**src/fscu_pkg.sv**
```systemverilog
// fscu_pkg: shared types and constants of the same-size fir convolution unit
// used by the interfaces, the sequencer, the tap cells and the output stage
package fscu_pkg;

	localparam int SAMPLE_W       = 16;
	localparam int COEF_W         = 16;
	localparam int PROD_W         = SAMPLE_W + COEF_W;
	localparam int NUM_COEF       = 7;
	localparam int CFG_IDX_W      = 3;
	localparam int COEF_FRAC_BITS = 14;

	typedef logic signed [SAMPLE_W-1:0] sample_t;
	typedef logic signed [COEF_W-1:0]   coef_t;

	localparam sample_t SAMPLE_MAX = 16'sh7fff;
	localparam sample_t SAMPLE_MIN = 16'sh8000;

	// q1.14 defaults: 0.1, 0, -0.3, 0.2, 0.7, 0.6, 0.2
	localparam coef_t COEF_RESET [NUM_COEF] = '{
		16'sd1638, 16'sd0, -16'sd4915, 16'sd3277, 16'sd11469, 16'sd9830, 16'sd3277
	};

	// control that travels with one shift of the tap chain
	typedef struct packed {
		logic v;
		logic emit;
		logic last;
		logic clr;
	} ctl_t;

	typedef struct packed {
		ctl_t    ctl;
		sample_t x;
	} ev_t;

endpackage

```
**src/fscu_cell.sv**
```systemverilog
// fscu_cell: one tap of the transposed fir chain, product then partial sum
// depends on fscu_pkg for sample, coefficient and control types
module fscu_cell import fscu_pkg::*; #(
	parameter int ACC_W = 35
) (
	input  logic                    clk,
	input  logic                    adv,
	input  sample_t                 x,
	input  coef_t                   coef,
	input  ctl_t                    ctl_s1,
	input  logic signed [ACC_W-1:0] sum_in,
	output logic signed [ACC_W-1:0] sum_s2
);

	logic signed [PROD_W-1:0] prod_s1;
	logic signed [ACC_W-1:0]  prod_ext;

	assign prod_ext = {{(ACC_W - PROD_W){prod_s1[PROD_W-1]}}, prod_s1};

	always_ff @(posedge clk) begin
		if (adv) begin
			prod_s1 <= x * coef;
		end
	end

	// first shift of a row drops the older partial sum
	always_ff @(posedge clk) begin
		if (adv && ctl_s1.v) begin
			sum_s2 <= ctl_s1.clr ? prod_ext : prod_ext + sum_in;
		end
	end

endmodule

```
**config.mk**
```make
export PLATFORM = sky130hd
export DESIGN_NAME = fscu_cell
export DESIGN_NICKNAME = d
export VERILOG_FILES = /design/src/fscu_pkg.sv /design/src/fscu_cell.sv
export SDC_FILE = /design/constraint.sdc
export NUM_CORES = 1
export LEC_CHECK = 0
export ABC_CLOCK_PERIOD_IN_PS = 16450
export BUFFER_PORTS_ARGS = -buffer_cell sky130_fd_sc_hd__clkbuf_2
export CORE_MARGIN = 3
export CORE_UTILIZATION = 65
export DETAILED_ROUTE_END_ITERATION = 16
export MAX_ROUTING_LAYER = met4
export PLACE_DENSITY = 0.93
export SYNTH_ARGS = -nofsm -noshare
export SYNTH_HDL_FRONTEND = slang
export SYNTH_SLANG_ARGS = --single-unit
export TNS_END_PERCENT = 100
```
**constraint.sdc**
```tcl
create_clock -name clk -period 16.45 [get_ports clk]
set_input_delay 1.645 -clock clk [delete_from_list [all_inputs] [get_ports clk]]
set_output_delay 1.645 -clock clk [all_outputs]
set_load 0.02 [all_outputs]
```
Word level (Yosys, flattened, before mapping)
Index checks and enable logic that the tools add are counted.
Storage, ports and cells
  bits in writable memories: 0
  bits in latches: 0
  input bits: 73
  word-level logic and storage cells: 6
  memories: 0
  ROM bits: 0
  output and inout port bits: 35
  flip-flop bits (word level): 67
Operators by class
  multiply operators: 1
  order comparisons: 0
  add/subtract/negate cells: 1
  reduce and logical (&&, ||, !) cells: 1
  bitwise gates (word level): 0
  equality and inequality tests: 0
  muxes and demuxes: 1
  shift operators: 0
  div/mod/pow operators: 0
Operator list (count)
  32-bit by 35-bit adder with 35-bit output: 1
  35-bit 2-to-1 mux: 1
  16-bit by 16-bit multiplier with 32-bit output: 1
  1-bit logical AND: 1

Logic depth before layout (Yosys ltp)
  word-level depth: 2
  gate-level depth with buffers: 25

Worst setup path before layout
Ideal clock, no wire load.
  path kind: in2reg
  from: input port x[15]
  to: register prod_s1[31], data pin
  data arrival time: 7266 ps
  path buffers: 1
  path slack: 8927 ps
  stages: 21
  cell sequence: clkbuf_1 nand2_1 fa_1 inv_1 fa_1 fa_1 fa_1 fa_1 inv_1 fa_1 inv_1 ha_1 a21o_1 a21o_1 a21o_1 o21a_1 a31o_2 a41o_1 a311o_1 a21oi_2 xnor2_1
On the way
  cells in the longest elaborated chain, start to end: 1
Ends and longest elaborated chain
  start: declaration: line fscu_cell.sv:8  | input sample_t x,
  16-bit by 16-bit multiplier with 32-bit output: line fscu_cell.sv:22  | prod_s1 <= x * coef;
  end signal: assignment: line fscu_cell.sv:22
  end: declaration: line fscu_cell.sv:15  | logic signed [PROD_W-1:0] prod_s1;
No other way between the ends.
A chain may end at the register's enable or synchronous reset.

Final worst setup path
  from: input port x[11]
  to: register prod_s1[30], data pin
The elaborated chain is that of the path after synthesis.

==> impl_metrics.tcl <==
set metrics [dict create \
    critical-path-max-stage-delay_ns 0.56 \
    synth_area_um2 13900 \
    first_iter_violations 786 \
    critical_path.cell_chain "clkbuf_2 > nand2_1 > fa_1 > fa_1 > inv_1 > fa_1 > inv_1 > fa_1 > fa_1 > fa_1 > inv_1 > ha_1 > a21oi_1 > o21bai_1 > a221o_1 > a31oi_2 > o21ai_2 > a311oi_4 > o21ai_1 > mux2i_1 > a2111oi_0" \
    cp_data_required_time_ns 16.55 \
    synth.cells.most_frequent "324 x sky130_fd_sc_hd__inv_1, 263 x sky130_fd_sc_hd__fa_1, 178 x sky130_fd_sc_hd__nand2_1, 123 x sky130_fd_sc_hd__and2_1, 116 x sky130_fd_sc_hd__ha_1" \
    yosysTopAreaCell "sky130_fd_sc_hd__fa_1" \
    half_perimeter_wire_length_after_detailed_placement_um 26200 \
    outcome "finished, final reports clean" \
    yosys.area.top_type_share 0.378 \
    max_cap_violations 0 \
    synthCells 1470 \
    ant_nets 0 \
    initial_utilization 0.675 \
    grt_usage 0.286 \
    setup-tns-final_ns 0 \
    tightest_slew_ns 0.747 \
    numPortBuffers 105 \
    n_antenna_cell 0 \
    tritoncts_num_sinks 67 \
    seq_area_frac_synth 0.144 \
    final_nets 1998 \
    clock_latency_of_the_later_clocked_register_in_the_worst_skew_pair_ns 0.34 \
    groute.layer.met1.usage 0.369 \
    critPathMaxFanout 16 \
    fmax_mhz 128 \
    ys_ff_latch 67 \
    row_count 52 \
    critPathLaunchType "primary input" \
    root_buf_cell "sky130_fd_sc_hd__clkbuf_16" \
    pin_count 108 \
    routabilityCongestion 0.970 \
    cts_tree "built" \
    die_height_um 152 \
    synth_ff_type "sky130_fd_sc_hd__edfxtp_1" \
    chipWidth_um 152 \
    globalRouteOverflowTotal 0 \
    critical_path.most_common_cell "sky130_fd_sc_hd__fa_1" \
    synth_area_leaders "sky130_fd_sc_hd__fa_1 38%, sky130_fd_sc_hd__edfxtp_1 14%, sky130_fd_sc_hd__ha_1 10%, sky130_fd_sc_hd__inv_1 8.7%, sky130_fd_sc_hd__and2_1 5.5%" \
    core_region_area_um2 20600 \
    htreeDepth 3 \
    synth-edff-count 67 \
    grt.busiest_layer "met2" \
    setup_repair_bufs_after_cts 0 \
    postRouteWirelength_um 31600 \
    cp.arrival_ns 7.92 \
    hold_class "register to register" \
    hold_viol_final 0 \
    number_of_vias_after_detailed_routing 10500 \
    vias_in_the_first_global_route 11200 \
    clock_skew_ns 0.00738 \
    ctsHoldBuffers 0 \
    worstSetupPathType "primary input to register" \
    yosys_warnings 0 \
    drtPass1Iterations 7 \
    clkTransAtPathRegs_ns 0.06 \
    worst_path_max_delay_cell "sky130_fd_sc_hd__fa_1" \
    relSlewSlack 0.502 \
    synthToLayoutAreaGrowth_pct 7.28 \
    mappedNetlistNets 1922 \
    vias_per_cell 5.76 \
    fin_cells 1821 \
    global_route.usage.met2 0.472 \
    postSynthAreaPerCell_um2 9.48 \
    global_route.usage.met3 0.0571 \
    slew_viol_final 0 \
    fill_cells 1396 \
    drc_errors 0 \
    period_needed_ns 7.82 \
    avgRoutedWirePerCell_um 17.3 \
    cts_max_path_buffers 2 \
    timing.final.setup_violations 0 \
    setup_repair_after_global_routing_missed_its_margin "false" \
    grt_pass1_wl_um 53100 \
    most_common_cell_in_the_synthesized_netlist "sky130_fd_sc_hd__inv_1" \
    numCtsBuffers 9 \
    end_kind "register" \
    grt_max_degree 68 \
    dp.cells 1805 \
    grt_antenna_before_repair 0 \
    synth-async-reset-ratio 0 \
    cts_resized 0 \
    design.die.area_um2 23200 \
    ys_types 61 \
    post_route_cells_drive_above_1_share 0.0870 \
    final_min_period_over_clock_period 0.475 \
]
## path summary, 6_finish.rpt
path | startpoint | end | slack [ns] | cells after the start
min | prod_s1[14] | sum_s2[14] | 0.58 | 2
min reg2reg | prod_s1[14] | sum_s2[14] | 0.58 | 2
max reg2reg | prod_s1[0] | sum_s2[30] | 13.17 | 12
max | x[11] | prod_s1[30] | 8.63 | 21
## routing by layer
| metal | up-vias | part of all wire |
|---|---|---|
| met5 | - | 0 |
| met1 | 5184 | 0.40 |
| li1 | 4731 | - |
| met4 | 0 | 0.022 |
| met3 | 70 | 0.089 |
| met2 | 502 | 0.48 |
## area by class of cell
cell class              count  area [um^2]  share of cell area
well taps                 270          338              0.0226
multi-input cells        1037        10500               0.706
clock inverters             7         68.8             0.00460
clock buffers               9          225              0.0151
repair buffers            107          541              0.0362
inverters                 324         1220              0.0814
flip-flops and latches     67         2010               0.135
## cells by family after synthesis
| group | count (synthesis) | share of synthesized area |
|---|---|---|
| flops | 67 | 0.144 |
| fa+ha+maj | 379 | 0.482 |
| compound gates | 197 | 0.0925 |
| simple gates | 393 | 0.138 |
| mux | 7 | 0.00548 |
| xor+xnor | 61 | 0.0384 |
| buf+inv | 366 | 0.0986 |
## worst max-delay path, delay by kind of cell
family                   cells  cell delay (ns)
AND/OR/NAND/NOR              1             0.14
AO/OA/AOI/OAI                8             2.06
buffers and inverters        4             0.50
adder cells (fa/ha/maj)      7             3.41
multiplexers                 1             0.15
## placed cells by master, fill, tap and decap left out, types with 10 or more instances in the layout
cell,netlist,routed
sky130_fd_sc_hd__nand2b_1,14,14
sky130_fd_sc_hd__a21o_1,20,20
sky130_fd_sc_hd__xor2_1,26,26
sky130_fd_sc_hd__nor3_1,10,10
sky130_fd_sc_hd__o21bai_1,13,13
sky130_fd_sc_hd__clkbuf_2,0,105
sky130_fd_sc_hd__edfxtp_1,67,67
sky130_fd_sc_hd__nand2_1,178,178
sky130_fd_sc_hd__a21oi_1,55,55
sky130_fd_sc_hd__xnor2_1,35,35
sky130_fd_sc_hd__and2_1,123,123
sky130_fd_sc_hd__inv_1,324,324
sky130_fd_sc_hd__fa_1,263,263
sky130_fd_sc_hd__o21ai_0,45,45
sky130_fd_sc_hd__ha_1,116,116
sky130_fd_sc_hd__nor2_1,34,34
## sequential cells by signal (all words and copies together) (netlist names)
signal,flops
prod_s1,32
sum_s2,35
## stage by stage
stage | util | setup slack, ns | hold WS [ns] | cell area (um^2)
floorplan | - | 8.93 | 0.528 | 13900
global placement | 0.710 | 8.60 | 0.553 | 14700
detailed placement | 0.710 | 8.38 | 0.569 | 14700
CTS | 0.725 | 8.72 | 0.581 | 14900
global route | 0.725 | 8.36 | 0.611 | 14900
finish | 0.725 | 8.63 | 0.583 | 14900
Power is left out: the tool's default activity adds up to more than one toggle a clock period on the data nets, which glitch-free logic cannot reach.
