**src/fscu_pkg.sv**
```systemverilog
// fscu_pkg: shared types and constants of the same-size fir convolution unit
// used by the interfaces, the sequencer, the tap cells and the output stage
package fscu_pkg;

	localparam int SAMPLE_W       = 16;
	localparam int COEF_W         = 16;
	localparam int PROD_W         = SAMPLE_W + COEF_W;
	localparam int NUM_COEF       = 7;
	localparam int CFG_IDX_W      = 3;
	localparam int COEF_FRAC_BITS = 14;

	typedef logic signed [SAMPLE_W-1:0] sample_t;
	typedef logic signed [COEF_W-1:0]   coef_t;

	localparam sample_t SAMPLE_MAX = 16'sh7fff;
	localparam sample_t SAMPLE_MIN = 16'sh8000;

	// q1.14 defaults: 0.1, 0, -0.3, 0.2, 0.7, 0.6, 0.2
	localparam coef_t COEF_RESET [NUM_COEF] = '{
		16'sd1638, 16'sd0, -16'sd4915, 16'sd3277, 16'sd11469, 16'sd9830, 16'sd3277
	};

	// control that travels with one shift of the tap chain
	typedef struct packed {
		logic v;
		logic emit;
		logic last;
		logic clr;
	} ctl_t;

	typedef struct packed {
		ctl_t    ctl;
		sample_t x;
	} ev_t;

endpackage

```
**src/fscu_if.sv**
```systemverilog
// fscu_if: valid/ready channels for input samples and filtered results
// depends on fscu_pkg for the sample type
interface fscu_in_if import fscu_pkg::*; ();
	logic    valid;
	logic    ready;
	sample_t sample_in;
	logic    row_end;

	modport source (output valid, output sample_in, output row_end, input ready);
	modport sink (input valid, input sample_in, input row_end, output ready);
endinterface


```
**src/fscu_seq.sv**
```systemverilog
// fscu_seq: turns accepted samples into shift events and adds the zero flush
// at the end of a row; depends on fscu_pkg and fscu_in_if
module fscu_seq import fscu_pkg::*; #(
	parameter int OFFSET = 3
) (
	input  logic          clk,
	input  logic          arst_n,
	input  logic          adv,
	fscu_in_if.sink       samples,
	output ev_t           ev
);

	localparam int CNT_W = $clog2(OFFSET + 1);
	localparam logic [CNT_W-1:0] OFF_C = CNT_W'(OFFSET);

	logic             flush_q;
	logic             clr_q;
	logic [CNT_W-1:0] seen_q;
	logic [CNT_W-1:0] pos_q;
	logic [CNT_W-1:0] step_q;
	logic             take;
	logic [CNT_W:0]   reach;

	assign samples.ready = adv && !flush_q;
	assign take          = samples.valid && samples.ready;
	assign reach         = {1'b0, pos_q} + {1'b0, step_q};

	always_comb begin
		if (flush_q) begin
			ev.ctl.v    = adv;
			ev.ctl.emit = reach >= {1'b0, OFF_C};
			ev.ctl.last = step_q == OFF_C;
			ev.ctl.clr  = 1'b0;
			ev.x        = '0;
		end else begin
			ev.ctl.v    = take;
			ev.ctl.emit = seen_q == OFF_C;
			ev.ctl.last = 1'b0;
			ev.ctl.clr  = clr_q;
			ev.x        = samples.sample_in;
		end
	end

	always_ff @(posedge clk or negedge arst_n) begin
		if (!arst_n) begin
			flush_q <= 1'b0;
			clr_q   <= 1'b1;
			seen_q  <= '0;
			pos_q   <= '0;
			step_q  <= '0;
		end else if (flush_q) begin
			if (adv) begin
				if (step_q == OFF_C) begin
					flush_q <= 1'b0;
					clr_q   <= 1'b1;
				end else begin
					step_q <= step_q + CNT_W'(1);
				end
			end
		end else if (take) begin
			clr_q <= 1'b0;
			if (samples.row_end) begin
				flush_q <= 1'b1;
				step_q  <= CNT_W'(1);
				pos_q   <= seen_q;
				seen_q  <= '0;
			end else if (seen_q != OFF_C) begin
				seen_q <= seen_q + CNT_W'(1);
			end
		end
	end

endmodule

```
**src/flat_wrapper.sv**
```systemverilog
// flat-port wrapper written by rule: the top's interface ports become plain ports
module fscu_seq_flat import fscu_pkg::*;
#(
	parameter int OFFSET = 3
)
  (clk, arst_n, adv, ev, samples_valid, samples_sample_in, samples_row_end, samples_ready);
  fscu_in_if samples_i ();
  input  logic clk;
  input  logic arst_n;
  input  logic adv;
  output ev_t ev;
  input wire logic [$bits(samples_i.valid)-1:0] samples_valid;
  input wire logic [$bits(samples_i.sample_in)-1:0] samples_sample_in;
  input wire logic [$bits(samples_i.row_end)-1:0] samples_row_end;
  output wire logic [$bits(samples_i.ready)-1:0] samples_ready;
  assign samples_i.valid = samples_valid;
  assign samples_i.sample_in = samples_sample_in;
  assign samples_i.row_end = samples_row_end;
  assign samples_ready = samples_i.ready;
  fscu_seq #(.OFFSET(OFFSET)) u_core (.clk(clk), .arst_n(arst_n), .adv(adv), .samples(samples_i), .ev(ev));
endmodule
```
**config.mk**
```make
export PLATFORM = sky130hd
export DESIGN_NAME = fscu_seq_flat
export DESIGN_NICKNAME = d
export VERILOG_FILES = /design/src/fscu_pkg.sv /design/src/fscu_if.sv /design/src/fscu_seq.sv /design/src/flat_wrapper.sv
export SDC_FILE = /design/constraint.sdc
export NUM_CORES = 1
export LEC_CHECK = 0
export BUFFER_PORTS_ARGS = -buffer_cell sky130_fd_sc_hd__buf_4
export CAP_MARGIN = 30
export CORE_AREA = 8 8 51 53
export DETAILED_ROUTE_END_ITERATION = 16
export DIE_AREA = 0 0 59 61
export GPL_TIMING_DRIVEN = 0
export PLACE_DENSITY = 0.7
export REMOVE_ABC_BUFFERS = 1
export SLEW_MARGIN = 20
export SYNTH_ARGS = -nofsm -noshare
export SYNTH_HDL_FRONTEND = slang
export SYNTH_SLANG_ARGS = --single-unit
```
**constraint.sdc**
```tcl
create_clock -name clk -period 1.29 [get_ports clk]
set_input_delay 0.0645 -clock clk [delete_from_list [all_inputs] [get_ports clk]]
set_output_delay 0.0645 -clock clk [all_outputs]
set_load 0.05 [all_outputs]
```
* After elaboration in Yosys (flattened, before gate mapping)
Index checks and enable logic that the tools add are counted.
** Word-level totals
- Register bits after elaboration :: 8
- Input port bits :: 21
- Output and inout port bits :: 21
- Word-level logic and storage cells :: 43
** Cells by class
- Add/sub/neg operators :: 3
- Magnitude comparators :: 1
- Eq/ne operators :: 6
- Multiplexer cells :: 17
- Bitwise operators :: 1
- Reduce and logical (&&, ||, !) cells :: 10
** Operators by type and width (count)
- $mux 20 :: 1
- $mux 2 :: 7
- $mux 1 :: 9
- $reduce_and 3->1 :: 3
- $ne 2x2->1 const B :: 4
- $reduce_bool 2->1 :: 3
- $add 2x1->2 const B :: 2
- $eq 2x2->1 const B :: 2
- $reduce_and 4->1 :: 1
- $add 2x2->3 :: 1
- $ge 3x2->1 const B :: 1
- $logic_and 1x1->1 :: 2
- $logic_not 1->1 :: 1
- $not 1->1 :: 1

* Depth between registers and ports, before layout
- Depth in word-level cells :: 5
- Gate-level depth with buffers :: 4
- Depth with buffers taken out :: 4

* Worst setup path after synthesis
OpenSTA, ideal clock, no wires.
- Path kind :: register to output
- Start point :: register u_core.step_q[0]
- End point :: output ev[18] (netlist name)
- Arrival :: 1.921 ns
- Required time :: 1.226 ns
- Path slack :: -0.695 ns
- Cell stages (with the launch flop) :: 5
- Path buffers :: 0
- Cell sequence :: dfrtp_1 ha_1 fa_1 a21oi_1 a21oi_1
** RTL lines
- start: declaration :: line fscu_seq.sv:20 : logic [CNT_W-1:0] step_q;
- start signal: assignment :: line fscu_seq.sv:57 : step_q <= step_q + CNT_W'(1);
- end: declaration :: line flat_wrapper.sv:11 : output ev_t ev;

==> metrics.md <==
| Metric | Value |
|---|---|
| Total power | 0.00343 W |
| Total CTS buffers | 3 |
| # diodes | 0 |
| Min Tclk post-route | 1.80 ns |
| TNS Setup | -2.90 ns |
| WP data required | 1.23 ns |
| Worst Hold Class | in2reg |
| Ys Warns | 0 |
| Crit-path max FO | 2 |
| CTS tree | done |
| Fmax | 556 MHz |
| Slew HR | 0.841 |
| Syn_area_per_cell | 8.89 um^2 |
| Crit start category | flip-flop |
| Final Net Count | 150 |
| Non-filler cells, final | 151 |
| Setup ws final | -0.507 ns |
| Cell variety after synth | 23 |
| Clock sink total | 8 |
| Layout cells sized above 1 | 0.702 |
| Remaining Overflow, GRT | 0 |
| Critical path's top delay family | adder cells |
| Setup Crit Path Kind | reg2out |
| Clock Skew | 0.00191 ns |
| Die Wd | 59 um |
| Tcrit/Tclk final | 1.39 |
| Maximum clock insertion buffer count | 2 |
| Cells along the critical path | ha_2 -> fa_1 -> a21oi_1 -> a21oi_1 -> buf_4 |
| PortBufs | 41 |
| Most frequent cells in the layout | buf_4 (25), buf_6 (22), nor2b_4 (9), nand2_1 (9) |
| Vias | 724 |
| RSZ-0062 raised after global routing | true |
| Largest net degree at the start of global routing | 15 |
| Clk_lat worst skew | 0.26 ns |
| Layout filler cell count | 134 |
| Die height | 61 um |
| Mapped Area | 613 um^2 |
| Pwr Density | 2560 nW/um^2 |
| Commonest non-fill, non-tap cell in the layout | buf_4 |
| DRT antenna net count | 0 |
| Max-cap violations | 0 |
| H-tree levels | 1 |
| All-layer global routing usage | 0.126 |
| Synth Register Bits | 8 |
| DPL Wire Length | 1.49 mm |
| Core Region | 1840 um^2 |
| Fin. Hold Viols | 0 |
| Final Max Tran Viols | 0 |
| CP arrival | 1.73 ns |
| CP max-delay cell | fa_1 |
| Vias in the first global route | 732 |
| Peak supply drop | 1.64 mV |
| Placed Cells | 133 |
| DRC Markers | 0 |
| Clk root buf | clkbuf_4 |
| Die footprint | 3600 um^2 |
| Endpoints failing setup | 23 |
| Vias per cell | 4.79 |
| # rows | 16 |
| Final GP Congestion | 0.718 |
| Num ports | 42 |
| Least-Margin Pin Slew | 0.239 ns |
| Drt pass-1 iters | 4 |
| Slowest stage delay, CP | 0.49 ns |
| Area Growth Syn to Fin | 118% |
| Sequential-to-total area share from yosys stat | 0.329 |
| Leak | 0.669 nW |
| Buf/Inv on CP | 1 |
| Final WL | 2.56 mm |
| Initial antenna violation count | 0 |
| Routed WL per cell | 16.9 um |
| Crit end category | output pin |
| Status | finished with violations |
| Violated checks | negative setup slack |
| Clk slew on worst S/H paths | 0.07 ns |
| First-pass GRT wire length | 3.52 mm |
| Mapped Cells | 69 |
| Initial Util | 0.333 |
| Crit path top cell by count | a21oi_1 |
| 1st-iter DRT viols | 27 |
-- sequential cells by signal (all words and copies together), names as in the netlist --
register        cells
u_core.seen_q       2
u_core.clr_q        1
u_core.flush_q      1
u_core.step_q       2
u_core.pos_q        2
-- tightest hold or removal path, cell delays in order --
cell     delay (ns)
buf_4          0.14
nand3_4        0.07
nand2_1        0.05
-- cell usage after synthesis (all sizes together) --
master / instances / share of area
dfstp: 1 / 0.043
nand3: 3 / 0.024
nand2: 12 / 0.073
nor2b: 14 / 0.14
buf: 2 / 0.031
fa: 1 / 0.033
dfrtp: 7 / 0.29
or4b: 1 / 0.016
nor2: 2 / 0.012
and2: 1 / 0.010
mux2: 2 / 0.037
and2b: 5 / 0.061
clkbuf: 2 / 0.012
o21ai: 1 / 0.0082
mux2i: 1 / 0.016
a22o: 1 / 0.014
or4: 1 / 0.012
a21oi: 6 / 0.049
o21a: 1 / 0.012
nand3b: 1 / 0.033
a21o: 1 / 0.012
ha: 3 / 0.061
-- power by group --
part	internal, W	total (W)	leakage, nW	switching [W]
Combinational	0.00122	0.00271	0.557	0.00149
Clock	0.000120	0.000226	0.0150	0.000107
Sequential	0.000381	0.000492	0.0968	0.000111
Total	0.00172	0.00343	0.669	0.00171
-- cell families (layout without fill, tap and decap cells) --
| kind of cell | Yosys count | after routing | synth area share |
|---|---|---|---|
| buffers and inverters | 4 | 59 | 0.0429 |
| multiplexers | 3 | 3 | 0.0531 |
| AO/OA/AOI/OAI | 10 | 10 | 0.0959 |
| adder cells (fa/ha/maj) | 4 | 4 | 0.0939 |
| AND/OR/NAND/NOR | 40 | 40 | 0.386 |
| flip-flops | 8 | 8 | 0.329 |
-- final cells by class --
type	count	area, um^2	area share
repair buffers	55	556	0.415
clock buffers	4	26.3	0.0196
flip-flops and latches	8	205	0.153
multi-input cells	57	518	0.387
well taps	27	33.8	0.0252
-- metal layers --
layer / share of wire / track usage / vias to the layer above / routed length, um
met5: 0 / 0 / - / 0
met4: 0.0078 / 0.0307 / 0 / 20
met3: 0.10 / 0.0487 / 2 / 265
met2: 0.48 / 0.226 / 46 / 1230
met1: 0.41 / 0.136 / 337 / 1040
li1: - / - / 339 / -
-- timing repair --
| item | CTS | global route |
|---|---|---|
| gates resized for setup | 45 | 28 |
| endpoints found under the hold margin | 8 | 0 |
| buffers inserted | 11 | 2 |
| hold buffers | 1 | 0 |
| setup endpoints to repair | 28 | 29 |
| pin swaps | 4 | 4 |
-- through the flow --
stage	setup slack [ns]	util	hold WS, ns	area [um^2]
after detailed placement	-0.456	0.504	-0.110	928
after global routing	-0.578	0.727	0.112	1340
final	-0.507	0.727	0.0991	1340
after global placement	-0.412	0.504	-0.116	928
after CTS	-0.529	0.664	0.119	1220
after floorplan	-0.695	-	-0.231	587
-- worst paths after layout --
path | startpoint | end | slack [ns] | cells past startpoint
worst max-delay path | u_core.step_q[0] | ev[18] | -0.51 | 5
worst min-delay path | samples_valid | u_core.flush_q | 0.1 | 3
worst max register to register | u_core.step_q[0] | u_core.step_q[1] | -0.25 | 9
worst min register to register | u_core.pos_q[0] | u_core.pos_q[0] | 0.52 | 1
max in group asynchronous | arst_n | u_core.clr_q | 0.92 | 2
min in group asynchronous | arst_n | u_core.pos_q[0] | 0.16 | 2
No activity file was read; power rests on OpenSTA's default activity.
