--- src/fscu_pkg.sv ---
// fscu_pkg: shared types and constants of the same-size fir convolution unit
// used by the interfaces, the sequencer, the tap cells and the output stage
package fscu_pkg;

	localparam int SAMPLE_W       = 16;
	localparam int COEF_W         = 16;
	localparam int PROD_W         = SAMPLE_W + COEF_W;
	localparam int NUM_COEF       = 7;
	localparam int CFG_IDX_W      = 3;
	localparam int COEF_FRAC_BITS = 14;

	typedef logic signed [SAMPLE_W-1:0] sample_t;
	typedef logic signed [COEF_W-1:0]   coef_t;

	localparam sample_t SAMPLE_MAX = 16'sh7fff;
	localparam sample_t SAMPLE_MIN = 16'sh8000;

	// q1.14 defaults: 0.1, 0, -0.3, 0.2, 0.7, 0.6, 0.2
	localparam coef_t COEF_RESET [NUM_COEF] = '{
		16'sd1638, 16'sd0, -16'sd4915, 16'sd3277, 16'sd11469, 16'sd9830, 16'sd3277
	};

	// control that travels with one shift of the tap chain
	typedef struct packed {
		logic v;
		logic emit;
		logic last;
		logic clr;
	} ctl_t;

	typedef struct packed {
		ctl_t    ctl;
		sample_t x;
	} ev_t;

endpackage

--- src/fscu_if.sv ---


interface fscu_out_if import fscu_pkg::*; ();
	logic    valid;
	logic    ready;
	sample_t sample_out;
	logic    clipped;
	logic    row_last;

	modport source (output valid, output sample_out, output clipped, output row_last,
		input ready);
	modport sink (input valid, input sample_out, input clipped, input row_last,
		output ready);
endinterface

--- src/fscu_out.sv ---
// fscu_out: rounding, saturation and the output word register
// depends on fscu_pkg and fscu_out_if
module fscu_out import fscu_pkg::*; #(
	parameter int ACC_W = 35
) (
	input  logic                    clk,
	input  logic                    arst_n,
	input  ctl_t                    ctl_s2,
	input  logic signed [ACC_W-1:0] acc,
	fscu_out_if.source              results,
	output logic                    adv
);

	localparam int QW = ACC_W - COEF_FRAC_BITS;
	localparam logic signed [ACC_W-1:0] ROUND_C = ACC_W'(1) << (COEF_FRAC_BITS - 1);

	logic signed [ACC_W-1:0]    rnd;
	logic signed [QW-1:0]       quo;
	logic [QW-SAMPLE_W:0]       upper;
	logic                       ovf;
	sample_t                    sat;
	logic                       vld_q;
	sample_t                    data_q;
	logic                       clip_q;
	logic                       last_q;

	assign rnd   = acc + ROUND_C;
	assign quo   = rnd[ACC_W-1:COEF_FRAC_BITS];
	assign upper = quo[QW-1:SAMPLE_W-1];
	assign ovf   = !((&upper) || !(|upper));
	assign sat   = ovf ? (quo[QW-1] ? SAMPLE_MIN : SAMPLE_MAX) : quo[SAMPLE_W-1:0];

	assign adv = !vld_q || results.ready;

	assign results.valid      = vld_q;
	assign results.sample_out = data_q;
	assign results.clipped    = clip_q;
	assign results.row_last   = last_q;

	always_ff @(posedge clk or negedge arst_n) begin
		if (!arst_n) begin
			vld_q <= 1'b0;
		end else if (adv) begin
			vld_q <= ctl_s2.v && ctl_s2.emit;
		end
	end

	always_ff @(posedge clk) begin
		if (adv) begin
			data_q <= sat;
			clip_q <= ovf;
			last_q <= ctl_s2.last;
		end
	end

endmodule

--- src/flat_wrapper.sv ---
// flat-port wrapper written by rule: the top's interface ports become plain ports
module fscu_out_flat import fscu_pkg::*;
#(
	parameter int ACC_W = 35
)
  (clk, arst_n, ctl_s2, acc, adv, results_valid, results_sample_out, results_clipped, results_row_last, results_ready);
  fscu_out_if results_i ();
  input  logic clk;
  input  logic arst_n;
  input  ctl_t ctl_s2;
  input  logic signed [ACC_W-1:0] acc;
  output logic adv;
  output wire logic [$bits(results_i.valid)-1:0] results_valid;
  output wire logic [$bits(results_i.sample_out)-1:0] results_sample_out;
  output wire logic [$bits(results_i.clipped)-1:0] results_clipped;
  output wire logic [$bits(results_i.row_last)-1:0] results_row_last;
  input wire logic [$bits(results_i.ready)-1:0] results_ready;
  assign results_valid = results_i.valid;
  assign results_sample_out = results_i.sample_out;
  assign results_clipped = results_i.clipped;
  assign results_row_last = results_i.row_last;
  assign results_i.ready = results_ready;
  fscu_out #(.ACC_W(ACC_W)) u_core (.clk(clk), .arst_n(arst_n), .ctl_s2(ctl_s2), .acc(acc), .results(results_i), .adv(adv));
endmodule
--- config.mk ---
export PLATFORM = sky130hd
export DESIGN_NAME = fscu_out_flat
export DESIGN_NICKNAME = d
export VERILOG_FILES = /design/src/fscu_pkg.sv /design/src/fscu_if.sv /design/src/fscu_out.sv /design/src/flat_wrapper.sv
export SDC_FILE = /design/constraint.sdc
export NUM_CORES = 1
export LEC_CHECK = 0
export BUFFER_PORTS_ARGS = -buffer_cell sky130_fd_sc_hd__buf_2
export CELL_PAD_IN_SITES_DETAIL_PLACEMENT = 1
export CELL_PAD_IN_SITES_GLOBAL_PLACEMENT = 1
export CORE_UTILIZATION = 30
export DETAILED_ROUTE_END_ITERATION = 16
export GPL_ROUTABILITY_DRIVEN = 0
export PLACE_DENSITY = 0.66
export SLEW_MARGIN = 20
export SYNTH_ARGS = -nofsm -noshare
export SYNTH_HDL_FRONTEND = slang
export SYNTH_SLANG_ARGS = --single-unit
--- constraint.sdc ---
create_clock -name clk -period 2.45 [get_ports clk]
set_input_delay 0.245 -clock clk [delete_from_list [all_inputs] [get_ports clk]]
set_output_delay 0.245 -clock clk [all_outputs]
set_load 0.05 [all_outputs]
# Yosys cells after proc, flatten, opt, wreduce, memory -nomap -nowiden
# Cells that the tools add are included.
dict set report word_totals {
  register_bits 19
  in_bits 42
  out_inout_bits 20
  wordCells 15
}
dict set report op_classes {
  n_addsub 1
  mux 2
  reduce_logical 8
}
# operator n
set ops {}
lappend ops {{35-bit by 15-bit adder with 35-bit output, second input constant} 1}
lappend ops {{16-bit 2-to-1 mux} 2}
lappend ops {{6-bit AND reduction} 1}
lappend ops {{6-bit OR reduction} 1}
lappend ops {{1-bit zero test} 3}
lappend ops {{1-bit logical OR} 2}
lappend ops {{1-bit logical AND} 1}

# Longest topological paths before layout
# Gate-level depths: netlist of run 1.
dict set report depth {
  ltp_word 5
  depth_mapped 9
  ltp_nobuf 6
}

# Least setup slack after synthesis of run 1
# No wires, ideal clock.
dict set report synth_timing {
  path_type {input-to-reg}
  from {input port acc[13]}
  to {register u_core.data_q[10], in the netlist u_core.results.sample_out[10], data pin}
  setup_time_ns 0.269
  arrival_ns 1.962
  slack_ns 0.219
  cell_stages 8
  n_path_buf 2
  cell_sequence {nand4_1 or3_4 or4_4 buf_6 and2_4 inv_6 buf_12 o221ai_2}
}
dict set report synth_between {
  elab_chain_cells 5
  elab_cells_between_ends 7
  cone_classes {add/sub (1); mux (2); reduce/logical (4)}
}
# item line_no
set synth_rtl {}
lappend synth_rtl {{start: declaration} flat_wrapper.sv:11} ;# input logic signed [ACC_W-1:0] acc;
lappend synth_rtl {{35-bit by 15-bit adder with 35-bit output *} fscu_out.sv:27} ;# assign rnd = acc + ROUND_C;
lappend synth_rtl {{6-bit OR reduction} fscu_out.sv:30} ;# assign ovf = !((&upper) || !(|upper));
lappend synth_rtl {{1-bit zero test} fscu_out.sv:30}
lappend synth_rtl {{1-bit logical OR} fscu_out.sv:30}
lappend synth_rtl {{16-bit 2-to-1 mux *} fscu_out.sv:31} ;# assign sat = ovf ? (quo[QW-1] ? SAMPLE_MIN : SAMPLE_MAX) : quo[SAMPLE_W-1:0];
lappend synth_rtl {{via u_core.sat[10]} fscu_out.sv:21} ;# sample_t sat;
lappend synth_rtl {{end signal: assignment} fscu_out.sv:50} ;# data_q <= sat;
lappend synth_rtl {{end: declaration} fscu_out.sv:23} ;# sample_t data_q;
# The timed path passes the listed nets; every way through them passes the cells marked *.
# A chain may end at the register's enable or synchronous reset.

# Worst setup path after layout of run 1
dict set report layout_timing {
  from {input port acc[13]}
  to {register u_core.data_q[1], in the netlist u_core.results.sample_out[1], data pin}
}
# Same word-level chain as after synthesis.

==> impl_metrics.env, run 1 <==
export IMPL_holdWs_ns=0.169
export IMPL_p_int_w=0.000584
export IMPL_vias=1402
export IMPL_post_cts_resized=0
export IMPL_drcViolationCount=0
export IMPL_clk_pin_slew_ns=0.07
export IMPL_r2r_start="u_core.results.valid"
export IMPL_drive_gt1_share_pct=37.3
export IMPL_relSlewSlack_pct=62.9
export IMPL_fin_ws_ns=0.259
export IMPL_grt_ovfl_total=0
export IMPL_drt_vias_per_instance=5.17
export IMPL_die_width_um=73.0
export IMPL_layout_common_cells="47 x buf_2, 25 x nand2_1, 21 x nand3_1"
export IMPL_cts_path_max_buffers=2
export IMPL_grt_pass1_wl_mm=6.42
export IMPL_reg2reg_slack_ns=1.41
export IMPL_crit_arrival_ns=2.16
export IMPL_antenna_found_initial=0
export IMPL_wl_per_cell_um=14.1
export IMPL_syn_inst=152
export IMPL_layout_commonest_cell="buf_2"
export IMPL_first_iter_violations=78
export IMPL_final_setup_viol_count=0
export IMPL_track_usage_pct=15.2
export IMPL_r2r_cells=2
export IMPL_p_leak_nw=0.688
export IMPL_ioPinCount=62
export IMPL_layout_min_cycle_time_ns=2.19
export IMPL_area_growth_pct=25.8
export IMPL_final_core_util_pct=39.7
export IMPL_required_ns=2.42
export IMPL_wl_mm=3.81
export IMPL_clock_sinks=19
export IMPL_status="finished, final reports clean"
export IMPL_min_to="u_core.results.row_last"
export IMPL_cp_slowest_cell="or4_1"
export IMPL_syn_num_nets=195
export IMPL_cp_start_kind="input pin"
export IMPL_worstHoldPathCells=1
export IMPL_diodes=0
export IMPL_dieArea_mm2=0.00532
export IMPL_antenna_left=0
export IMPL_cts_htree_levels=1
export IMPL_dr_pass1_iters=4
export IMPL_dp_cells=266
export IMPL_numCtsBuffers=3
export IMPL_cp_max_fo=16
export IMPL_slowest_delay_ns=0.48
export IMPL_die_y_um=73.0
export IMPL_path_cells="buf_2, ha_1, nand3_1, or4_1, a2111o_1, o2bb2a_1, buf_12, o221ai_1"
export IMPL_hpwl_mm=3.29
export IMPL_rsz0062_at_grt="false"
export IMPL_clockPowerShare_pct=23.7
export IMPL_tightestPinTransition_ns=0.554
export IMPL_syn_cell_area_mm2=0.00151
export IMPL_maxCapViolCount=0
export IMPL_ys_seq_area_share_pct=37.4
export IMPL_tritoncts="done"
export IMPL_fin_cells=271
export IMPL_end_kind="flop"
export IMPL_cts_root_buffer="clkbuf_8"
export IMPL_swShare_pct=34.1
export IMPL_total_power_w=0.000886
export IMPL_layout_nets=248
export IMPL_r2r_end="u_core.results.sample_out[11]"
export IMPL_pre_cts_slack_ns=-0.0183
export IMPL_path_class="in2reg"
export IMPL_p_switching_w=0.000302
export IMPL_finalClockSkew_ns=0.00101
export IMPL_io_buffers=47
export IMPL_maxSlewViolCount=0
export IMPL_grt_max_degree=21
export IMPL_synth_distinct_cells=42
export IMPL_row_count=25
export IMPL_final_period_utilization_pct=89.4
export IMPL_fp_coreArea_mm2=0.00479
export IMPL_ys_warn_count=0
export IMPL_cellPowerDensity_mw_per_mm2=467
export IMPL_min_path_type="in2reg"
export IMPL_hp_start="ctl_s2[1]"
export IMPL_pwr_share_seq_pct=44.5
export IMPL_max_vdd_ir_drop_uv=130
export IMPL_grt_pass1_vias=1410
export IMPL_start_util_pct=31.6
export IMPL_synth_seq_cells=19
export IMPL_fmax_mhz=456
export IMPL_insertion_delay_ns=0.25
export IMPL_p_comb_share_pct=31.8
export IMPL_hold_viol=0
export IMPL_postSynthAreaPerCell_um2=9.94
==> worst max-delay path: cells and delay by family <==
| family | cells | cell delay (ns) |
|---|---|---|
| AO/OA/AOI/OAI | 3 | 0.84 |
| AND/OR/NAND/NOR | 2 | 0.59 |
| buffers and inverters | 2 | 0.28 |
| adder cells (fa/ha/maj) | 1 | 0.20 |
==> timing repair <==
| item | in CTS | in global routing |
|---|---|---|
| endpoints found under the hold margin | 1 | 0 |
| hold buffers | 1 | 0 |
| setup buffers | 0 | 0 |
==> cell usage after synthesis (all sizes together) <==
master   number  area, um^2
inv           4        20.0
nand4         7        58.8
and2          1        8.76
nand3        21         105
nor3          4        20.0
o32ai         1        8.76
o221ai       15         188
nand3b        1        7.51
nor4          5        31.3
ha            1        12.5
buf           5        55.1
clkbuf        5        18.8
a2bb2oi       1        8.76
o31ai         2        28.8
edfxtp       18         541
xor2          9        78.8
nor2          4        15.0
and3          1        6.26
a31oi         1        6.26
and4          2        17.5
a2111o        1        11.3
mux2i         1        10.0
dfrtp         1        25.0
nor2b         1        6.26
or3           2        17.5
o211ai        1        7.51
a22oi         1        7.51
xnor2         6        52.6
o2bb2a        1        10.0
or4           2        18.8
a211oi        1        7.51
nand2b        1        6.26
nand2        25        93.8
==> power by group through the flow <==
stage | clock (W) | sequential [W] | combinational (W)
6_report | 0.000210 | 0.000394 | 0.000282
3_5_place_dp | 0 | 0.000402 | 0.000283
3_3_place_gp | 0 | 0.000400 | 0.000272
4_1_cts | 0.000217 | 0.000395 | 0.000285
2_1_floorplan | 0 | 0.000499 | 0.0000981
5_1_grt | 0.000227 | 0.000397 | 0.000303
==> cells by family (layout without fill, tap and decap cells) <==
family / after synthesis / count (layout) / share of synthesized area, %
buffers and inverters: 14 / 66 / 6.21
muxes: 1 / 1 / 0.663
AOI/OAI and AO/OA: 25 / 25 / 18.8
and+or+nand+nor: 77 / 77 / 27.3
xor gates and xnor gates: 15 / 15 / 8.70
DFF: 19 / 19 / 37.4
adders and majority gates: 1 / 1 / 0.828
==> registers in the layout, indices dropped and copies added (netlist names) <==
| register | cells |
|---|---|
| u_core.results.clipped | 1 |
| u_core.results.sample_out | 16 |
| u_core.results.valid | 1 |
| u_core.results.row_last | 1 |
==> per-stage QoR <==
stage	cell area, um^2	TNS (ns)
global route	1900	0
detailed placement	1840	-0.0244
CTS	1900	0
finish	1900	0
floorplan	1510	0
global placement	1840	0
==> layer usage <==
layer	vias to the layer above	wire length, um	track usage [%]
met2	34	2040	29.5
met1	667	1570	17.5
met5	-	0	0
met3	4	165	1.38
li1	697	-	-
met4	0	36	4.36
==> final cells by class <==
cell class,instances,area [um^2]
clock buffer,3,41.3
timing repair buffer,58,333
multi-input combinational,119,851
sequential,19,566
fill,585,2890
clock inverter,1,5.00
inverter,4,20.0
tap,67,83.8
==> worst max path at each step <==
stage | from | cells after the start | endpoint
5_1_grt | acc[13] | 9 | u_core.results.sample_out[11]
6_report | acc[13] | 8 | u_core.results.sample_out[1]
3_5_place_dp | acc[13] | 8 | u_core.results.sample_out[1]
4_1_cts | acc[13] | 8 | u_core.results.sample_out[1]
2_1_floorplan | acc[13] | 8 | u_core.results.sample_out[10]
3_3_place_gp | acc[13] | 8 | u_core.results.sample_out[5]
No activity file was read; power rests on OpenSTA's default activity.
==> inputs of run 2 (changes only) <==
- CORE_UTILIZATION: 30 -> 38
- PLACE_DENSITY: 0.66 -> 0.82
- SKIP_CTS_REPAIR_TIMING: not set -> 1
==> impl_metrics.env, run 2 (synthesized netlist as in run 1, its figures left out) <==
export IMPL_clock_sinks=19
export IMPL_top_layer_used="met4"
export IMPL_rsz0062_at_grt="false"
export IMPL_maxSlewViolCount=0
export IMPL_crit_arrival_ns=2.25
export IMPL_layout_common_cells="47 x buf_2, 25 x nand2_1, 21 x nand3_1"
export IMPL_first_iter_violations=15
export IMPL_maxCapViolCount=0
export IMPL_dr_pass1_iters=4
export IMPL_slowest_delay_ns=0.52
export IMPL_r2r_start="u_core.results.valid"
export IMPL_fp_coreArea_mm2=0.00374
export IMPL_wl_met1_mm=1.51
export IMPL_wl_met2_mm=1.86
export IMPL_wl_met3_um=140
export IMPL_layout_min_cycle_time_ns=2.30
export IMPL_max_vdd_ir_drop_uv=159
export IMPL_layout_commonest_cell="buf_2"
export IMPL_end_kind="flop"
export IMPL_largest_reg_flops=16
export IMPL_area_growth_pct=26.8
export IMPL_pre_cts_slack_ns=-0.246
export IMPL_antenna_found_initial=0
export IMPL_dp_cells=252
export IMPL_required_ns=2.40
export IMPL_die_width_um=65.0
export IMPL_start_util_pct=40.3
export IMPL_r2r_end="u_core.results.sample_out[5]"
export IMPL_min_path_type="in2reg"
export IMPL_antenna_left=0
export IMPL_grt_pass1_vias=1440
export IMPL_insertion_delay_ns=0.25
export IMPL_cp_start_kind="input pin"
export IMPL_tightestPinTransition_ns=0.743
export IMPL_tritoncts="done"
export IMPL_row_count=22
export IMPL_hpwl_mm=3.06
export IMPL_final_period_utilization_pct=93.9
export IMPL_layout_nets=253
export IMPL_final_setup_viol_count=0
export IMPL_clk_pin_slew_ns=0.06
export IMPL_cts_path_max_buffers=2
export IMPL_fmax_mhz=435
export IMPL_drive_gt1_share_pct=38.8
export IMPL_finalClockSkew_ns=0.00227
export IMPL_cts_htree_levels=1
export IMPL_cp_slowest_cell="or4_1"
export IMPL_track_usage_pct=19.2
export IMPL_wl_per_cell_um=13.8
export IMPL_p_leak_nw=0.709
export IMPL_drcViolationCount=0
export IMPL_grt_max_degree=21
export IMPL_numCtsBuffers=3
export IMPL_total_power_w=0.000879
export IMPL_grt_pass1_wl_mm=6.42
export IMPL_diodes=0
export IMPL_reg2reg_slack_ns=1.43
export IMPL_io_buffers=47
export IMPL_drt_vias_per_instance=5.37
export IMPL_hp_start="ctl_s2[1]"
export IMPL_ioPinCount=62
export IMPL_worstHoldPathCells=1
export IMPL_cp_max_fo=16
export IMPL_cellPowerDensity_mw_per_mm2=459
export IMPL_relSlewSlack_pct=50.4
export IMPL_grt_ovfl_total=0
export IMPL_vias=1380
export IMPL_min_to="u_core.results.row_last"
export IMPL_die_y_um=65.0
export IMPL_path_class="in2reg"
export IMPL_fin_cells=257
export IMPL_hold_viol=0
export IMPL_dieArea_mm2=0.00423
export IMPL_fin_ws_ns=0.149
export IMPL_status="finished, final reports clean"
export IMPL_cts_root_buffer="clkbuf_8"
export IMPL_wl_mm=3.55
export IMPL_path_cells="buf_2, ha_1, nand3_1, or4_1, a2111o_1, o2bb2a_1, buf_12, o221ai_1"
export IMPL_r2r_cells=2
==> run 2: cell count changes in the layout (fill, tap and decap cells not counted) <==
cell and delta:
nor2_2 +1, buf_4 +5, nor2_1 -1, clkbuf_1 +1
clkinv_2 -1
==> run 2: power by group <==
group	total, W	internal (W)	switching (W)	leakage (nW)
clock network	0.000199	0.000115	0.0000838	0.0228
logic	0.000285	0.0000868	0.000198	0.499
registers	0.000395	0.000388	0.00000653	0.187
total	0.000879	0.000590	0.000288	0.709
==> run 2: worst max-delay path by stage <==
stage | from | endpoint | slack, ns | depth (start not counted)
after floorplan | acc[13] | u_core.results.sample_out[10] | 0.22 | 8
after global placement | acc[13] | u_core.results.sample_out[4] | -0.15 | 7
after detailed placement | acc[13] | u_core.results.sample_out[1] | -0.25 | 7
after CTS | acc[13] | u_core.results.sample_out[1] | 0.02 | 7
after global routing | acc[13] | u_core.results.sample_out[1] | 0.05 | 8
final | acc[13] | u_core.results.sample_out[4] | 0.15 | 8
==> run 2: area by class of cell <==
cell class,instances,area [um^2]
clock buffer,4,45.0
timing repair buffer,63,370
tap,48,60.1
inverter,4,20.0
multi-input combinational,119,853
fill,462,1830
sequential,19,566
==> run 2: routing by layer <==
metal	vias to the layer above	GRT usage [%]
li1	709	-
met1	632	21.8
met2	34	36.5
met3	5	1.76
met4	0	7.61
met5	-	0
==> run 2: metrics by stage <==
step	utilization, %	TNS (ns)	hold WS (ns)	area [um^2]
final	51.1	0	0.186	1910
after global routing	51.1	0	0.184	1910
after CTS	50.8	0	-0.240	1900
after detailed placement	49.6	-2.72	0.0270	1860
after global placement	49.6	-1.53	0.0205	1860
after floorplan	-	0	-0.0506	1510
==> run 2: critical path: cells and delay by family <==
family / cells / cell delay [ns]
buffers and inverters: 2 / 0.26
AO/OA/AOI/OAI: 3 / 0.85
adder cells (fa/ha/maj): 1 / 0.18
AND/OR/NAND/NOR: 2 / 0.72
